$ cat src/half_step_stepper_positioner_core_assert.svh
// assertion macros shared by the half-step positioner rtl
`ifndef HALF_STEP_STEPPER_POSITIONER_CORE_ASSERT_SVH
`define HALF_STEP_STEPPER_POSITIONER_CORE_ASSERT_SVH

// clocked check, switched off while reset is high
`define HSSP_ASSERT_CLK(lbl, clk, rst, prop, msg) \
  lbl: assert property (@(posedge clk) disable iff (rst) prop) else $error(msg);

// clocked check that also holds across reset
`define HSSP_ASSERT_ALWAYS(lbl, clk, prop, msg) \
  lbl: assert property (@(posedge clk) prop) else $error(msg);

`endif

$ cat src/hssp_pkg.sv
// shared types, constants and the phase table of the half-step positioner
`default_nettype none

package hssp_pkg;

  localparam int POSITION_WIDTH_DEF = 32;
  localparam int MAX_DIST_WIDTH     = 31;
  localparam int APB_ADDR_WIDTH     = 2;
  localparam int APB_DATA_WIDTH     = 32;

  localparam logic [APB_ADDR_WIDTH-1:0] ADDR_MAX_DIST = 2'd0;

  typedef enum logic [1:0] {
    OP_TICK       = 2'd0,
    OP_SET_TARGET = 2'd1,
    OP_ZERO       = 2'd2,
    OP_GO         = 2'd3
  } op_t;

  typedef struct packed {
    logic [2:0] phase;
    logic       move_up;
    logic       done;
    logic [3:0] coils;
  } ctrl_t;

  localparam ctrl_t CTRL_RESET = '{phase: 3'd0, move_up: 1'b1, done: 1'b0, coils: 4'd0};

  localparam logic [3:0] COILS_OFF = 4'b0000;

  // eight-phase half-step drive pattern
  function automatic logic [3:0] phase_pattern(input logic [2:0] idx);
    logic [3:0] pat;
    case (idx)
      3'd0:    pat = 4'b0001;
      3'd1:    pat = 4'b0011;
      3'd2:    pat = 4'b0010;
      3'd3:    pat = 4'b0110;
      3'd4:    pat = 4'b0100;
      3'd5:    pat = 4'b1100;
      3'd6:    pat = 4'b1000;
      3'd7:    pat = 4'b1001;
      default: pat = COILS_OFF;
    endcase
    return pat;
  endfunction

endpackage

`default_nettype wire

$ cat src/hssp_cmd_unit.sv
// command logic: next position, target and phase state for one word
`default_nettype none

module hssp_cmd_unit #(
  parameter int POSITION_WIDTH = hssp_pkg::POSITION_WIDTH_DEF
) (
  input  hssp_pkg::op_t                          op,
  input  logic signed [31:0]                     target_value,
  input  logic                                   go_direction,
  input  logic [hssp_pkg::MAX_DIST_WIDTH-1:0]    max_dist,
  input  logic [POSITION_WIDTH-1:0]              pos,
  input  logic [POSITION_WIDTH-1:0]              tgt,
  input  hssp_pkg::ctrl_t                        ctrl,
  output logic [POSITION_WIDTH-1:0]              pos_next,
  output logic [POSITION_WIDTH-1:0]              tgt_next,
  output hssp_pkg::ctrl_t                        ctrl_next
);

  logic [63:0]               tv_ext;
  logic [63:0]               md_ext;
  logic [POSITION_WIDTH-1:0] go_span;
  logic [POSITION_WIDTH-1:0] new_tgt;
  logic [POSITION_WIDTH-1:0] base_pos;
  logic                      load;
  logic                      at_target;

  assign tv_ext    = 64'(target_value);
  assign md_ext    = 64'(max_dist);
  assign go_span   = md_ext[POSITION_WIDTH-1:0];
  assign at_target = (pos == tgt);

  // target and base position for the load commands
  always_comb begin
    load     = 1'b1;
    base_pos = pos;
    new_tgt  = tgt;
    case (op)
      hssp_pkg::OP_TICK: begin
        load = 1'b0;
      end
      hssp_pkg::OP_SET_TARGET: begin
        new_tgt = tv_ext[POSITION_WIDTH-1:0];
      end
      hssp_pkg::OP_ZERO: begin
        base_pos = '0;
        new_tgt  = '0;
      end
      hssp_pkg::OP_GO: begin
        new_tgt = go_direction ? (pos + go_span) : (pos - go_span);
      end
      default: begin
        load = 1'b0;
      end
    endcase
  end

  always_comb begin
    pos_next  = pos;
    tgt_next  = tgt;
    ctrl_next = ctrl;
    if (load) begin
      pos_next          = base_pos;
      tgt_next          = new_tgt;
      ctrl_next.done    = 1'b0;
      ctrl_next.move_up = ($signed(new_tgt) > $signed(base_pos));
    end else if (at_target) begin
      ctrl_next.coils = hssp_pkg::COILS_OFF;
      ctrl_next.done  = 1'b1;
    end else begin
      ctrl_next.coils = hssp_pkg::phase_pattern(ctrl.phase);
      if (ctrl.move_up) begin
        ctrl_next.phase = ctrl.phase + 3'd1;
        pos_next        = pos + POSITION_WIDTH'(1);
      end else begin
        ctrl_next.phase = ctrl.phase - 3'd1;
        pos_next        = pos - POSITION_WIDTH'(1);
      end
    end
  end

endmodule

`default_nettype wire

$ cat src/half_step_stepper_positioner_core.sv
// top level of the half-step stepper positioner
`default_nettype none

// Half-step stepper positioner. Each command word (tick, set target, zero,
// go relative) gives exactly one result word: the coil pattern, the finished
// flag and the position after the command. Words flow at one per clock
// cycle unless res_ready stalls them: the input register captures the
// command, the command logic (adders, compares, the phase table) updates the
// motor state and fills the result register. The two registers decouple the
// sides, so a new command is taken while a finished result still waits, if
// the input register is free. max_dist lives at APB byte address 0 and should
// only be written while no command is in flight. Position is POSITION_WIDTH
// bits wide and wraps; the position port shows it sign-extended and cut to 32
// bits. No clearing pass after reset.

`include "half_step_stepper_positioner_core_assert.svh"

module half_step_stepper_positioner_core #(
  parameter int POSITION_WIDTH = hssp_pkg::POSITION_WIDTH_DEF
) (
  input  logic                                  clk,
  input  logic                                  rst,
  // command channel
  input  logic                                  cmd_valid,
  output logic                                  cmd_ready,
  input  logic [1:0]                            opcode,
  input  logic signed [31:0]                    target_value,
  input  logic                                  go_direction,
  // result channel
  output logic                                  res_valid,
  input  logic                                  res_ready,
  output logic [3:0]                            coils,
  output logic                                  finished,
  output logic signed [31:0]                    position,
  // configuration port
  input  logic                                  psel,
  input  logic                                  penable,
  input  logic                                  pwrite,
  input  logic [hssp_pkg::APB_ADDR_WIDTH-1:0]   paddr,
  input  logic [hssp_pkg::APB_DATA_WIDTH-1:0]   pwdata,
  output logic [hssp_pkg::APB_DATA_WIDTH-1:0]   prdata,
  output logic                                  pready
);

  // configuration register
  logic [hssp_pkg::MAX_DIST_WIDTH-1:0] max_dist;
  logic                                cfg_write;

  // input register
  logic               stage_valid;
  hssp_pkg::op_t      stage_op;
  logic signed [31:0] stage_target;
  logic               stage_dir;

  // motor state
  logic [POSITION_WIDTH-1:0] pos;
  logic [POSITION_WIDTH-1:0] tgt;
  hssp_pkg::ctrl_t           ctrl;

  // command logic outputs
  logic [POSITION_WIDTH-1:0] pos_next;
  logic [POSITION_WIDTH-1:0] tgt_next;
  hssp_pkg::ctrl_t           ctrl_next;
  logic [63:0]               pos_ext;

  logic cmd_fire;
  logic stage_fire;

  // apb: always ready, one register at address zero
  assign pready    = 1'b1;
  assign cfg_write = psel && penable && pwrite && pready &&
                     (paddr == hssp_pkg::ADDR_MAX_DIST);
  assign prdata    = (paddr == hssp_pkg::ADDR_MAX_DIST) ?
                     hssp_pkg::APB_DATA_WIDTH'(max_dist) : '0;

  always_ff @(posedge clk) begin
    if (rst) begin
      max_dist <= '0;
    end else if (cfg_write) begin
      max_dist <= pwdata[hssp_pkg::MAX_DIST_WIDTH-1:0];
    end
  end

  // handshake: the stage moves on when the result register is free or drains
  assign stage_fire = stage_valid && (!res_valid || res_ready);
  assign cmd_ready  = !stage_valid || stage_fire;
  assign cmd_fire   = cmd_valid && cmd_ready;

  always_ff @(posedge clk) begin
    if (rst) begin
      stage_valid <= 1'b0;
    end else if (cmd_ready) begin
      stage_valid <= cmd_valid;
    end
  end

  // payload of the input register, no reset needed
  always_ff @(posedge clk) begin
    if (cmd_fire) begin
      stage_op     <= hssp_pkg::op_t'(opcode);
      stage_target <= target_value;
      stage_dir    <= go_direction;
    end
  end

  hssp_cmd_unit #(
    .POSITION_WIDTH (POSITION_WIDTH)
  ) u_cmd (
    .op           (stage_op),
    .target_value (stage_target),
    .go_direction (stage_dir),
    .max_dist     (max_dist),
    .pos          (pos),
    .tgt          (tgt),
    .ctrl         (ctrl),
    .pos_next     (pos_next),
    .tgt_next     (tgt_next),
    .ctrl_next    (ctrl_next)
  );

  // motor state commits when the word leaves the input register
  always_ff @(posedge clk) begin
    if (rst) begin
      pos  <= '0;
      tgt  <= '0;
      ctrl <= hssp_pkg::CTRL_RESET;
    end else if (stage_fire) begin
      pos  <= pos_next;
      tgt  <= tgt_next;
      ctrl <= ctrl_next;
    end
  end

  // position reported sign-extended, then cut to the 32-bit port
  assign pos_ext = 64'($signed(pos_next));

  // result register
  always_ff @(posedge clk) begin
    if (rst) begin
      res_valid <= 1'b0;
    end else if (stage_fire) begin
      res_valid <= 1'b1;
    end else if (res_ready) begin
      res_valid <= 1'b0;
    end
  end

  always_ff @(posedge clk) begin
    if (stage_fire) begin
      coils    <= ctrl_next.coils;
      finished <= ctrl_next.done;
      position <= pos_ext[31:0];
    end
  end

  // nothing is pending straight after reset
  `HSSP_ASSERT_ALWAYS(a_reset_empty, clk, rst |=> (!res_valid && !stage_valid),
    "result or input register valid after reset")

  // finished means parked on target with coils released
  `HSSP_ASSERT_CLK(a_done_parked, clk, rst,
    ctrl.done |-> ((pos == tgt) && (ctrl.coils == hssp_pkg::COILS_OFF)),
    "done flag set away from target or with coils driven")

  // a moving tick steps the phase by exactly one
  `HSSP_ASSERT_CLK(a_phase_step, clk, rst,
    (stage_fire && (stage_op == hssp_pkg::OP_TICK) && (pos != tgt)) |=>
      ((ctrl.phase == ($past(ctrl.phase) + 3'd1)) ||
       (ctrl.phase == ($past(ctrl.phase) - 3'd1))),
    "phase did not move by one half-step on a tick")

  // a result is presented only after a word has passed the input register
  `HSSP_ASSERT_CLK(a_result_source, clk, rst,
    $rose(res_valid) |-> $past(stage_valid),
    "result appeared without a word in the input register")

endmodule

`default_nettype wire
$ cat config.mk
export PLATFORM = sky130hd
export DESIGN_NAME = half_step_stepper_positioner_core
export DESIGN_NICKNAME = d
export VERILOG_FILES = /design/src/hssp_pkg.sv /design/src/hssp_cmd_unit.sv /design/src/half_step_stepper_positioner_core.sv
export VERILOG_INCLUDE_DIRS = /design/src /design/src/src
export SDC_FILE = /design/constraint.sdc
export NUM_CORES = 1
export LEC_CHECK = 0
export BUFFER_PORTS_ARGS = -buffer_cell sky130_fd_sc_hd__buf_2
export CORE_MARGIN = 3
export CORE_UTILIZATION = 32
export CTS_BUF_LIST = sky130_fd_sc_hd__clkbuf_4
export DETAILED_ROUTE_END_ITERATION = 16
export GPL_ROUTABILITY_DRIVEN = 0
export MAX_ROUTING_LAYER = met4
export PLACE_DENSITY = 0.52
export SETUP_SLACK_MARGIN = 0.2
export SYNTH_ARGS = -nofsm -noshare
export SYNTH_HDL_FRONTEND = slang
export SYNTH_SLANG_ARGS = --single-unit
$ cat constraint.sdc
create_clock -name clk -period 11.9 [get_ports clk]
set_clock_uncertainty 0.15 [all_clocks]
set_input_delay 1.19 -clock clk [delete_from_list [all_inputs] [get_ports clk]]
set_output_delay 1.19 -clock clk [all_outputs]
set_load 0.02 [all_outputs]
; Word-level counts from Yosys, hierarchy flattened
; Memories as Yosys holds them, arrays and structs flattened. A register that Yosys moved wholly into a read port is not among the register bits.
; Cells that the tools add are included.
[word_totals]
regBits = 178
romBits = 32
inputBits = 76
word_cells = 59
mem_count = 1
[classes]
addsub = 6
order_cmp = 1
eq_ne = 4
mux = 16
bitwise = 2
n_reduce_logical = 14
[mem_list]
columns = name, depth, width, rd, rd_ports_with_merged_regs, write_ports, line_no
row1 = (name not given), 8, 4, 1, 1, 0, hssp_pkg.sv:34  ; case (idx)
[op_table]
columns = operator, count
row1 = 2-to-1 mux 32 bit, 5
row2 = one-hot mux 32 bit (3 select lines), 1
row3 = "adder 32 x 1 -> 32 bit, second input constant", 1
row4 = adder 32 x 31 -> 32 bit, 1
row5 = equality test 32 bit, 1
row6 = > comparator 32 bit, 1
row7 = "subtractor 32 x 1 -> 32 bit, second input constant", 1
row8 = subtractor 32 x 31 -> 32 bit, 1
row9 = 2-to-1 mux 31 bit, 1
row10 = 2-to-1 mux 3 bit, 3
row11 = 2-to-1 mux 4 bit, 2
row12 = logical AND 1 bit, 5
row13 = "equality test 2 bit, second input constant", 2
row14 = logical NOT 2 bit, 2
row15 = 2-to-1 mux 1 bit, 4
row16 = "adder 3 x 1 -> 3 bit, second input constant", 1
row17 = AND reduction 3 bit, 1
row18 = "subtractor 3 x 1 -> 3 bit, second input constant", 1
row19 = "equality test 2 x 1 -> 1 bit, second input constant", 1
row20 = logical NOT 1 bit, 2
row21 = logical OR 1 bit, 2
row22 = NOT 1 bit, 2
row23 = AND reduction 2 bit, 1
row24 = nonzero test 2 bit, 1

; Depth between registers and ports, before layout
; Gate-level depths: netlist of the first run.
[logic_depth]
word_depth = 6
ltp_mapped = 29
mapped_depth_nobuf = 29

; Cells and area by module
; Synthesis of the first run repeated with hierarchy kept, for this count alone.
[unflattened]
hier_cells = 1529
hier_area_um2 = 13072.5
[by_module_without_submodules]
columns = mod, instances, cells_each, area_per_inst_um2
row1 = half_step_stepper_positioner_core, 1, 589, 6667.6
row2 = hssp_cmd_unit, 1, 940, 6404.9

; Worst setup path after synthesis of the first run
; Ideal clock, no wire load.
[synth_path]
path_type = reg-to-reg
startpoint = register max_dist[2] (netlist name)
endpoint = register ctrl[5] (netlist name)
setup_ns = 0.059
arrival_ns = 5.500
t_required_ns = 11.691
setup_slack_ns = 6.191
stages_incl_launch_ff = 24
synth_period_minus_slack_ns = 5.709
path_cell_list = dfxtp_1 or4_4 nor4b_1 nor2_1 xnor2_1 ha_1 and2_1 a41o_1 o2111ai_1 a21oi_1 o31a_1 or3_1 a32oi_1 a21oi_1 ha_1 nand4_1 or2_2 a21oi_1 a221oi_1 maj3_1 o21a_1 o211ai_1 o211ai_1 nand2_1
[synth_via]
elab_chain_len = 4
[synth_rtl]
columns = item, line_no
row1 = from (decl), half_step_stepper_positioner_core.sv:46  ; logic [hssp_pkg::MAX_DIST_WIDTH-1:0] max_dist;
row2 = from (signal assigned), half_step_stepper_positioner_core.sv:80  ; max_dist <= pwdata[hssp_pkg::MAX_DIST_WIDTH-1:0];
row3 = subtractor 32 x 31 -> 32 bit / adder 32 x 31 -> 32 bit (equally long branches), hssp_cmd_unit.sv:49  ; new_tgt = go_direction ? (pos + go_span) : (pos - go_span);
row4 = 2-to-1 mux 32 bit *, hssp_cmd_unit.sv:49
row5 = one-hot mux 32 bit (3 select lines) *, hssp_cmd_unit.sv:37  ; case (op)
row6 = via u_cmd.new_tgt[23], hssp_cmd_unit.sv:22  ; logic [POSITION_WIDTH-1:0] new_tgt;
row7 = > comparator 32 bit *, hssp_cmd_unit.sv:65  ; ctrl_next.move_up = ($signed(new_tgt) > $signed(base_pos));
; The timed path passes the listed nets; every way through them passes the cells marked *.
; A chain may end at the register's enable or synchronous reset.

; Final worst setup path of the first run
[layout_path]
startpoint = register max_dist[2] (netlist name)
endpoint = register ctrl[5] (netlist name)
[layout_via]
elab_chain_len = 4
[layout_rtl]
columns = item, line_no
row1 = subtractor 32 x 31 -> 32 bit / adder 32 x 31 -> 32 bit (equally long branches), hssp_cmd_unit.sv:49
row2 = 2-to-1 mux 32 bit *, hssp_cmd_unit.sv:49
row3 = one-hot mux 32 bit (3 select lines) *, hssp_cmd_unit.sv:37
row4 = via u_cmd.new_tgt[23], hssp_cmd_unit.sv:22
row5 = > comparator 32 bit *, hssp_cmd_unit.sv:65
; Marks and branches as above.

==> impl_metrics.yaml, run 1 <==
synthesis:
  synthMuxAreaShare: 0.01740
  synth_top_family_by_area: "compound AO/OA/AOI/OAI gates"
  synth_edf_count: 72
  synth_area_mm2: 0.01230
  synth.cells.most_frequent: "nand2_1, nor2_1, a21oi_1"
  synth_top_area_frac: 0.1791
  async_reset_ff_frac: 0
  synthCells: 1454
  synthXorXnorAreaFrac: 0.08680
  synth-adder-area-share: 0.1022
  avgSynthCellArea_um2: 8.456
  yosys.cell_types.count: 76
  synth_compound_area_frac: 0.2117
  synth_top_area_cell: "dfxtp_1"
  synth.area.top_cells: "dfxtp_1, edfxtp_1, ha_1"
  ys_ff_latch: 182
  ys.flop_type: "dfxtp_1"
  synth.most_common_cell: "nand2_1"
  ys_warn_count: 0
  synthSimpleGateAreaFrac: 0.1951
  yosysSeqAreaShare: 0.3549
  synth_fp_nets: 1627
worst_setup_path:
  r2r_cells: 23
  crit_path_end_kind: "register"
  r2r-end: "ctrl[5]"
  path_max_fanout: 7
  path_class: "reg2reg"
  timing.rr.start: "max_dist[2]"
  r2r_slack_ns: 5.20
  worstPathArrival_ns: 7.14
  setup.worst_path.start_class: "register"
  required_ns: 12.33
status:
  status: "finished clean"
drt:
  wirelength_um: 35920
  dr.pass1.iters: 5
  drc: 0
  ant_nets: 0
  routedWlPerCell_um: 17.19
  vias: 10730
  vias_per_cell: 5.138
  drt_iter0_markers: 662
placed_design:
  dpl.hpwl_um: 26990
  portBuffers: 144
  place_area_mm2: 0.01350
clocking:
  clk_path_buf_depth: 2
  cts_setup_buffers: 0
  clkLatencyLatePin_ns: 0.64
  numCtsBuffers: 17
  root_buffer: "clkbuf_4"
  hold_buffers: 0
  cts_resized: 0
  path_clk_slew_ns: 0.16
  h-tree-depth: 4
  clock-sinks: 182
  cts_tree: "yes"
min_path:
  hold_start: "max_dist[11]"
  worst_hold_path_type: "reg2reg"
  hold_path_end: "max_dist[11]"
  min_path_cells: 2
floorplan:
  die_area_mm2: 0.04081
  initial_core_util: 0.3257
  die_x_um: 202.0
  chipHeight_um: 202.0
  core-area_mm2: 0.03776
  rows: 71
  io_pins: 148
power:
  switchingPower_mw: 0.4534
  power_frac_comb: 0.208
  pwr-share-seq: 0.499
  irDropWorstVdd_uv: 55.80
  switching_share: 0.3246
  clock_power_share: 0.293
  power_density_mw_per_mm2: 100.9
  p_leak_nw: 5.956
  intPower_mw: 0.9435
sta:
  fin_crit_sh: 0.5632
  drv_slew: 0
  timing.fmax_mhz: 149.2
  slew_headroom: 0.2755
  finalSetupViolCount: 0
  rsz0062_at_grt: "no"
  min_period_ns: 6.702
  finalHoldViolCount: 0
  holdWs_ns: 0.3324
  worst_slew_pin_slew_ns: 1.087
  tns_ns: 0
finish:
  drive_above_1_share: 0.1371
  fin_nets: 1735
  area_growth_pct: 12.62
  final_area_mm2: 0.01385
global_routing:
  grt_pass1_wl_um: 57400
  grt_max_degree: 82
  grtUsageTotal: 0.1811
  grt_overflow: 0
  antenna_found_initial: 2
  grt_pass1_vias: 10510
flow_run:
  maxCapViolCount: 0
## metal layers
metal / track usage / vias up / wire length [µm] / share of wire
li1: - / 5439 / - / -
met1: 0.2474 / 4988 / 17460 / 0.49
met2: 0.2778 / 272 / 15860 / 0.44
met3: 0.03318 / 35 / 1908 / 0.053
met4: 0.04660 / 0 / 692 / 0.019
met5: - / - / 0 / 0
## power by group through the flow
stage          Combinational (mW)  Sequential (mW)  Clock [mW]
4_1_cts                     0.292            0.697       0.425
2_1_floorplan               0.206            0.709           0
5_1_grt                     0.328            0.700       0.450
3_5_place_dp                0.290            0.711           0
3_3_place_gp                0.287            0.710           0
6_report                    0.291            0.697       0.409
## worst max-delay path, cell delays in order, from the launching register on
cell and delay (ns):
dfxtp_1 0.41, or4_4 0.59, nor4b_1 0.85, nor2_1 0.11, xnor2_1 0.17, ha_1 0.35
and2_1 0.19, a41o_1 0.23, o2111ai_1 0.37, a21oi_1 0.23, o31a_1 0.33, or3_1 0.30
a32oi_1 0.32, a21oi_1 0.13, ha_1 0.32, nand4_1 0.14, or2_2 0.34, a21oi_1 0.13
a221oi_1 0.11, maj3_1 0.36, o21a_1 0.17, o211ai_1 0.16, o211ai_1 0.12, nand2_1 0.07
## final cells by class
type | instances | area [µm²]
well taps | 511 | 639.4
inverters | 27 | 101.3
repair buffers | 160 | 843.3
diodes | 3 | 7.507
fillers | 3940 | 23910
flip-flops and latches | 182 | 4364
multi-input cells | 1174 | 7553
clock buffers | 17 | 127.6
clock inverters | 15 | 210.2
## cell families after synthesis
logic type                 after synthesis
AOI/OAI and AO/OA                      409
xor gates and xnor gates               121
adders and majority gates               99
buffers and inverters                   98
DFF                                    182
muxes                                   21
other                                    2
and+or+nand+nor                        522
## flip-flops by register name, summed over array words and instances, names as in the netlist, 2 cells and up, named ones only
signal        flops
tgt              32
max_dist         31
position         32
ctrl              9
stage_target     32
coils             4
pos              32
stage_op          2
## placed cells by master (no fill, tap or decap), types with 26 or more instances in the layout
cell      count
nor3_1       35
nand2_1     197
a211oi_1     26
xnor2_1      67
buf_2       143
xor2_1       53
edfxtp_1     72
nor2_1      158
o21ai_0      55
dfxtp_1     110
a21oi_1     147
and2_1       30
a21o_1       48
ha_1         94
## how the worst max path moves through the flow
stage | from | to | slack, ns | cells past startpoint
finish | max_dist[2] | ctrl[5] | 5.20 | 23
global route | max_dist[2] | ctrl[5] | 4.66 | 23
floorplan | max_dist[2] | ctrl[5] | 6.19 | 23
CTS | max_dist[2] | ctrl[5] | 5.16 | 23
global placement | max_dist[2] | ctrl[5] | 5.22 | 23
detailed placement | max_dist[2] | ctrl[5] | 5.22 | 23
## metrics by stage
stage          utilization  setup WS (ns)  power [mW]  std cells
4_1_cts             0.3666          5.162       1.414       2086
6_report            0.3668          5.198       1.397       2089
3_3_place_gp        0.3576          5.222      0.9977       2054
2_1_floorplan            -          6.191      0.9151       1454
3_5_place_dp        0.3576          5.224       1.001       2054
5_1_grt             0.3667          4.665       1.478       2088
Power figures use the tool's default switching activity.
==> inputs of run 2 (changes only) <==
Clock period 11.9 ns to 6.5 ns, I/O delays scaled along.
==> impl_metrics.yaml, run 2 (synthesis gave the netlist of run 1 again) <==
global_routing:
  grt_max_degree: 81
  grt_pass1_vias: 10600
  grt_overflow: 0
  antenna_found_initial: 1
  grtUsageTotal: 0.1829
  grt_pass1_wl_um: 57900
worst_setup_path:
  required_ns: 6.94
  slowest_stage: "or4_4"
  crit_top_cell: "a21oi_1"
  worstPathArrival_ns: 6.36
  crit_path_end_kind: "register"
  r2r_cells: 23
  path_class: "reg2reg"
  crit_chain: "or4_4 > nor4b_4 > a21oi_1 > xor2_1 > ha_2 > nand4_1 > or4_1 > a21o_1 > a21oi_4 > o31a_1 > o21ai_1 > a32oi_2 > a21oi_1 > ha_1 > nand4_1 > or2_2 > a21oi_1 > a221oi_1 > maj3_1 > o21a_1 > o211ai_1 > o211ai_1 > nand2_1"
  r2r_slack_ns: 0.58
  cp_slowest_stage_delay_ns: 0.57
  setup.worst_path.start_class: "register"
  timing.rr.start: "max_dist[3]"
  path_max_fanout: 7
  r2r-end: "ctrl[5]"
sta:
  tns_ns: 0
  timing.fmax_mhz: 168.9
  slew_headroom: 0.3031
  worst_slew_pin_slew_ns: 1.045
  fin_crit_sh: 0.9109
  finalHoldViolCount: 0
  drv_slew: 0
  layout_setup_ws_ns: 0.5790
  finalSetupViolCount: 0
  min_period_ns: 5.921
  rsz0062_at_grt: "no"
  holdWs_ns: 0.08482
power:
  irDropWorstVdd_uv: 95.74
  power_frac_comb: 0.213
  p_leak_nw: 6.127
  clock_power_share: 0.293
  intPower_mw: 1.773
  pwr-share-seq: 0.494
  switchingPower_mw: 0.8154
  switching_share: 0.3151
  power_density_mw_per_mm2: 181.5
  finalPower_mw: 2.588
finish:
  multi_input_area_mm2: 0.007592
  final_cell_mix: "nand2_1, nor2_1, a21oi_1"
  final_cells: 2127
  drive_above_1_share: 0.1394
  fin_util: 0.3776
  ff_latch_area_mm2: 0.004365
  layout_commonest_cell: "nand2_1"
  fillerInstances: 3920
  fin_nets: 1774
  final_area_mm2: 0.01426
  area_growth_pct: 15.95
min_path:
  hold_start: "pwdata[11]"
  worst_hold_path_type: "in2reg"
  hold_path_end: "max_dist[11]"
  min_path_cells: 3
drt:
  ant_nets: 0
  wirelength_um: 36410
  routedWlPerCell_um: 17.12
  drt_iter0_markers: 659
  dr.pass1.iters: 5
  vias: 10880
  drc: 0
  vias_per_cell: 5.117
status:
  status: "finished clean"
clocking:
  clock-sinks: 182
  h-tree-depth: 4
  path_clk_slew_ns: 0.17
  clk_path_buf_depth: 2
  cts_tree: "yes"
  numCtsBuffers: 17
  clkLatencyLatePin_ns: 0.64
  root_buffer: "clkbuf_4"
placed_design:
  pre_cts_ws_ns: 0.3238
  place_area_mm2: 0.01353
  placedCellCount: 2058
  dpl.hpwl_um: 27240
  portBuffers: 144
floorplan:
  die_area_mm2: 0.04081
  chipHeight_um: 202.0
  die_x_um: 202.0
  io_pins: 148
  core-area_mm2: 0.03776
  rows: 71
  initial_core_util: 0.3257
flow_run:
  maxCapViolCount: 0
run 2: cell count changes in the layout (fill, tap and decap cells not counted), moves of 2 or more:
cell,before,now
clkinv_1,1,3
clkinvlp_4,2,0
dlygate4sd3_1,0,35
inv_6,3,5
buf_4,17,21
inv_8,4,0
run 2: cell type report:
class | count | area share
Sequential cell | 182 | 0.3062
Inverter | 27 | 0.007109
Antenna cell | 2 | 0.0003511
Clock buffer | 18 | 0.009479
Timing Repair Buffer | 199 | 0.08583
Tap cell | 511 | 0.04485
Clock inverter | 14 | 0.01360
Multi-Input combinational cell | 1174 | 0.5326
run 2: power by group through the flow:
stage / Sequential (mW) / Clock [mW] / Combinational [mW]
final: 1.28 / 0.759 / 0.552
after global placement: 1.30 / 0 / 0.528
after detailed placement: 1.30 / 0 / 0.534
after CTS: 1.28 / 0.791 / 0.553
after global routing: 1.28 / 0.828 / 0.620
after floorplan: 1.30 / 0 / 0.377
run 2: worst max path at each step:
stage | from | endpoint | slack [ns] | depth (start not counted)
after floorplan | max_dist[2] | ctrl[5] | 0.79 | 23
after global placement | max_dist[2] | ctrl[5] | 0.37 | 23
after detailed placement | max_dist[2] | ctrl[5] | 0.32 | 23
after CTS | max_dist[2] | ctrl[5] | 0.29 | 23
after global routing | max_dist[9] | ctrl[5] | 0.21 | 23
final | max_dist[3] | ctrl[5] | 0.58 | 23
run 2: per-layer routing:
metal  GRT usage  up-vias  routed length (µm)
met2      0.2846      239               16280
met4     0.04760        0                 475
met5           -        -                   0
met1      0.2533     5098               18250
met3     0.02271       28                1401
li1            -     5519                   -
run 2: what timing repair did:
action / CTS / global route
hold endpoints to repair: 35 / 0
hold buffers: 35 / 0
setup endpoints to repair: 0 / 1
gates resized for setup: 0 / 8
setup buffers: 0 / 0
run 2: worst max-delay path: cells and delay by family, from the launching register on:
kind	cells	cell delay [ns]
DFF	1	0.40
adders and majority gates	3	1.09
xor gates and xnor gates	1	0.16
AOI/OAI and AO/OA	12	1.95
and+or+nand+nor	7	2.14
==> inputs of run 3 (changes only) <==
Clock period 6.5 ns to 7 ns, I/O delays scaled along.
==> impl_metrics.yaml, run 3 (synthesis gave the netlist of run 1 again) <==
placed_design:
  pre_cts_ws_ns: 0.8052
  placedCellCount: 2056
  place_area_mm2: 0.01352
  dpl.hpwl_um: 27390
  portBuffers: 144
power:
  power_density_mw_per_mm2: 167.2
  irDropWorstVdd_uv: 92.08
  p_leak_nw: 5.976
  finalPower_mw: 2.319
floorplan:
  initial_core_util: 0.3257
  rows: 71
  chipHeight_um: 202.0
  die_area_mm2: 0.04081
  die_x_um: 202.0
  core-area_mm2: 0.03776
  io_pins: 148
finish:
  final_area_mm2: 0.01388
  drive_above_1_share: 0.1371
  area_growth_pct: 12.85
  fin_nets: 1743
  fin_util: 0.3675
  final_cells: 2099
  final_cell_mix: "nand2_1, nor2_1, a21oi_1"
  layout_commonest_cell: "nand2_1"
clocking:
  cts_setup_buffers: 0
  clkLatencyLatePin_ns: 0.65
  path_clk_slew_ns: 0.18
  cts_tree: "yes"
  h-tree-depth: 4
  root_buffer: "clkbuf_4"
  numCtsBuffers: 17
  clock-sinks: 182
  clk_path_buf_depth: 2
sta:
  drv_slew: 0
  fin_crit_sh: 0.8986
  layout_setup_ws_ns: 0.7100
  finalHoldViolCount: 0
  min_period_ns: 6.290
  finalSetupViolCount: 0
  rsz0062_at_grt: "no"
  slew_headroom: 0.2858
  worst_slew_pin_slew_ns: 1.071
  tns_ns: 0
  timing.fmax_mhz: 159.0
  holdWs_ns: 0.06558
min_path:
  worst_hold_path_type: "in2reg"
global_routing:
  grtUsageTotal: 0.1817
  grt_pass1_wl_um: 57230
  antenna_found_initial: 1
  grt_overflow: 0
  grt_pass1_vias: 10380
  grt_max_degree: 57
worst_setup_path:
  required_ns: 7.46
  path_class: "reg2reg"
  path_max_fanout: 7
  worstPathArrival_ns: 6.75
  setup.worst_path.start_class: "register"
  crit_path_end_kind: "register"
drt:
  vias: 10840
  wl_met3_um: 1571
  drt_iter0_markers: 643
  drc: 0
  vias_per_cell: 5.163
  routedWlPerCell_um: 17.35
  routed.top_layer: "met4"
  routed-wl-met2_um: 15980
  dr.pass1.iters: 5
  met1_length_um: 18090
  wirelength_um: 36410
  ant_nets: 0
flow_run:
  maxCapViolCount: 0
status:
  status: "finished clean"
## run 3: changes by cell type in the layout (fill, tap and decap cells not counted), sizes merged
cell         previous run  this run
dlygate4sd3            35         6
inv                    31        35
bufinv                  4         1
diode                   2         5
buf                   164       162
clkbuf                 18        17
## run 3: path summary, 6_finish.rpt
kind         slack [ns]        startpoint  depth (start not counted)          endpoint
min reg2reg        0.33      max_dist[11]                          2      max_dist[11]
max reg2reg        0.71       max_dist[2]                         24           ctrl[5]
min                0.07  target_value[26]                          1  stage_target[26]
max                0.71       max_dist[2]                         24           ctrl[5]
## run 3: timing repair
item,in CTS,in global routing
hold buffers,3,3
endpoints found under the hold margin,3,3
gates resized for setup,0,0
## run 3: where the power goes
group / switching (mW) / internal (mW)
Clock: 0.441 / 0.193
Combinational: 0.302 / 0.196
Sequential: 0.0399 / 1.15
Total: 0.783 / 1.54
## run 3: area by class of cell
| type | count | area, µm² |
|---|---|---|
| Antenna cell | 5 | 12.51 |
| Tap cell | 511 | 639.4 |
| Timing Repair Buffer | 168 | 918.4 |
| Fill cell | 3938 | 23880 |
| Multi-Input combinational cell | 1174 | 7553 |
| Inverter | 27 | 101.3 |
| Sequential cell | 182 | 4364 |
| Clock buffer | 17 | 127.6 |
| Clock inverter | 15 | 158.9 |
## run 3: metal layers
layer,up-vias,global-route usage
li1,5460,-
met1,5064,0.2502
met2,262,0.2765
met3,51,0.02996
met4,0,0.05158
met5,-,-
## run 3: critical path, cell delays in order, from the launching register on
cell	delay [ns]
dfxtp_1	0.41
or4_4	0.60
nor4b_1	0.34
buf_4	0.20
nor2_1	0.05
xnor2_1	0.16
ha_1	0.38
nand4_1	0.16
or4_1	0.52
a21o_1	0.22
a21oi_1	0.44
o31a_1	0.23
o21ai_1	0.08
a32oi_1	0.31
a21oi_1	0.12
ha_1	0.30
nand4_1	0.14
or2_2	0.34
a21oi_1	0.12
a221oi_1	0.11
maj3_1	0.37
o21a_1	0.18
o211ai_1	0.15
o211ai_1	0.12
nand2_1	0.07
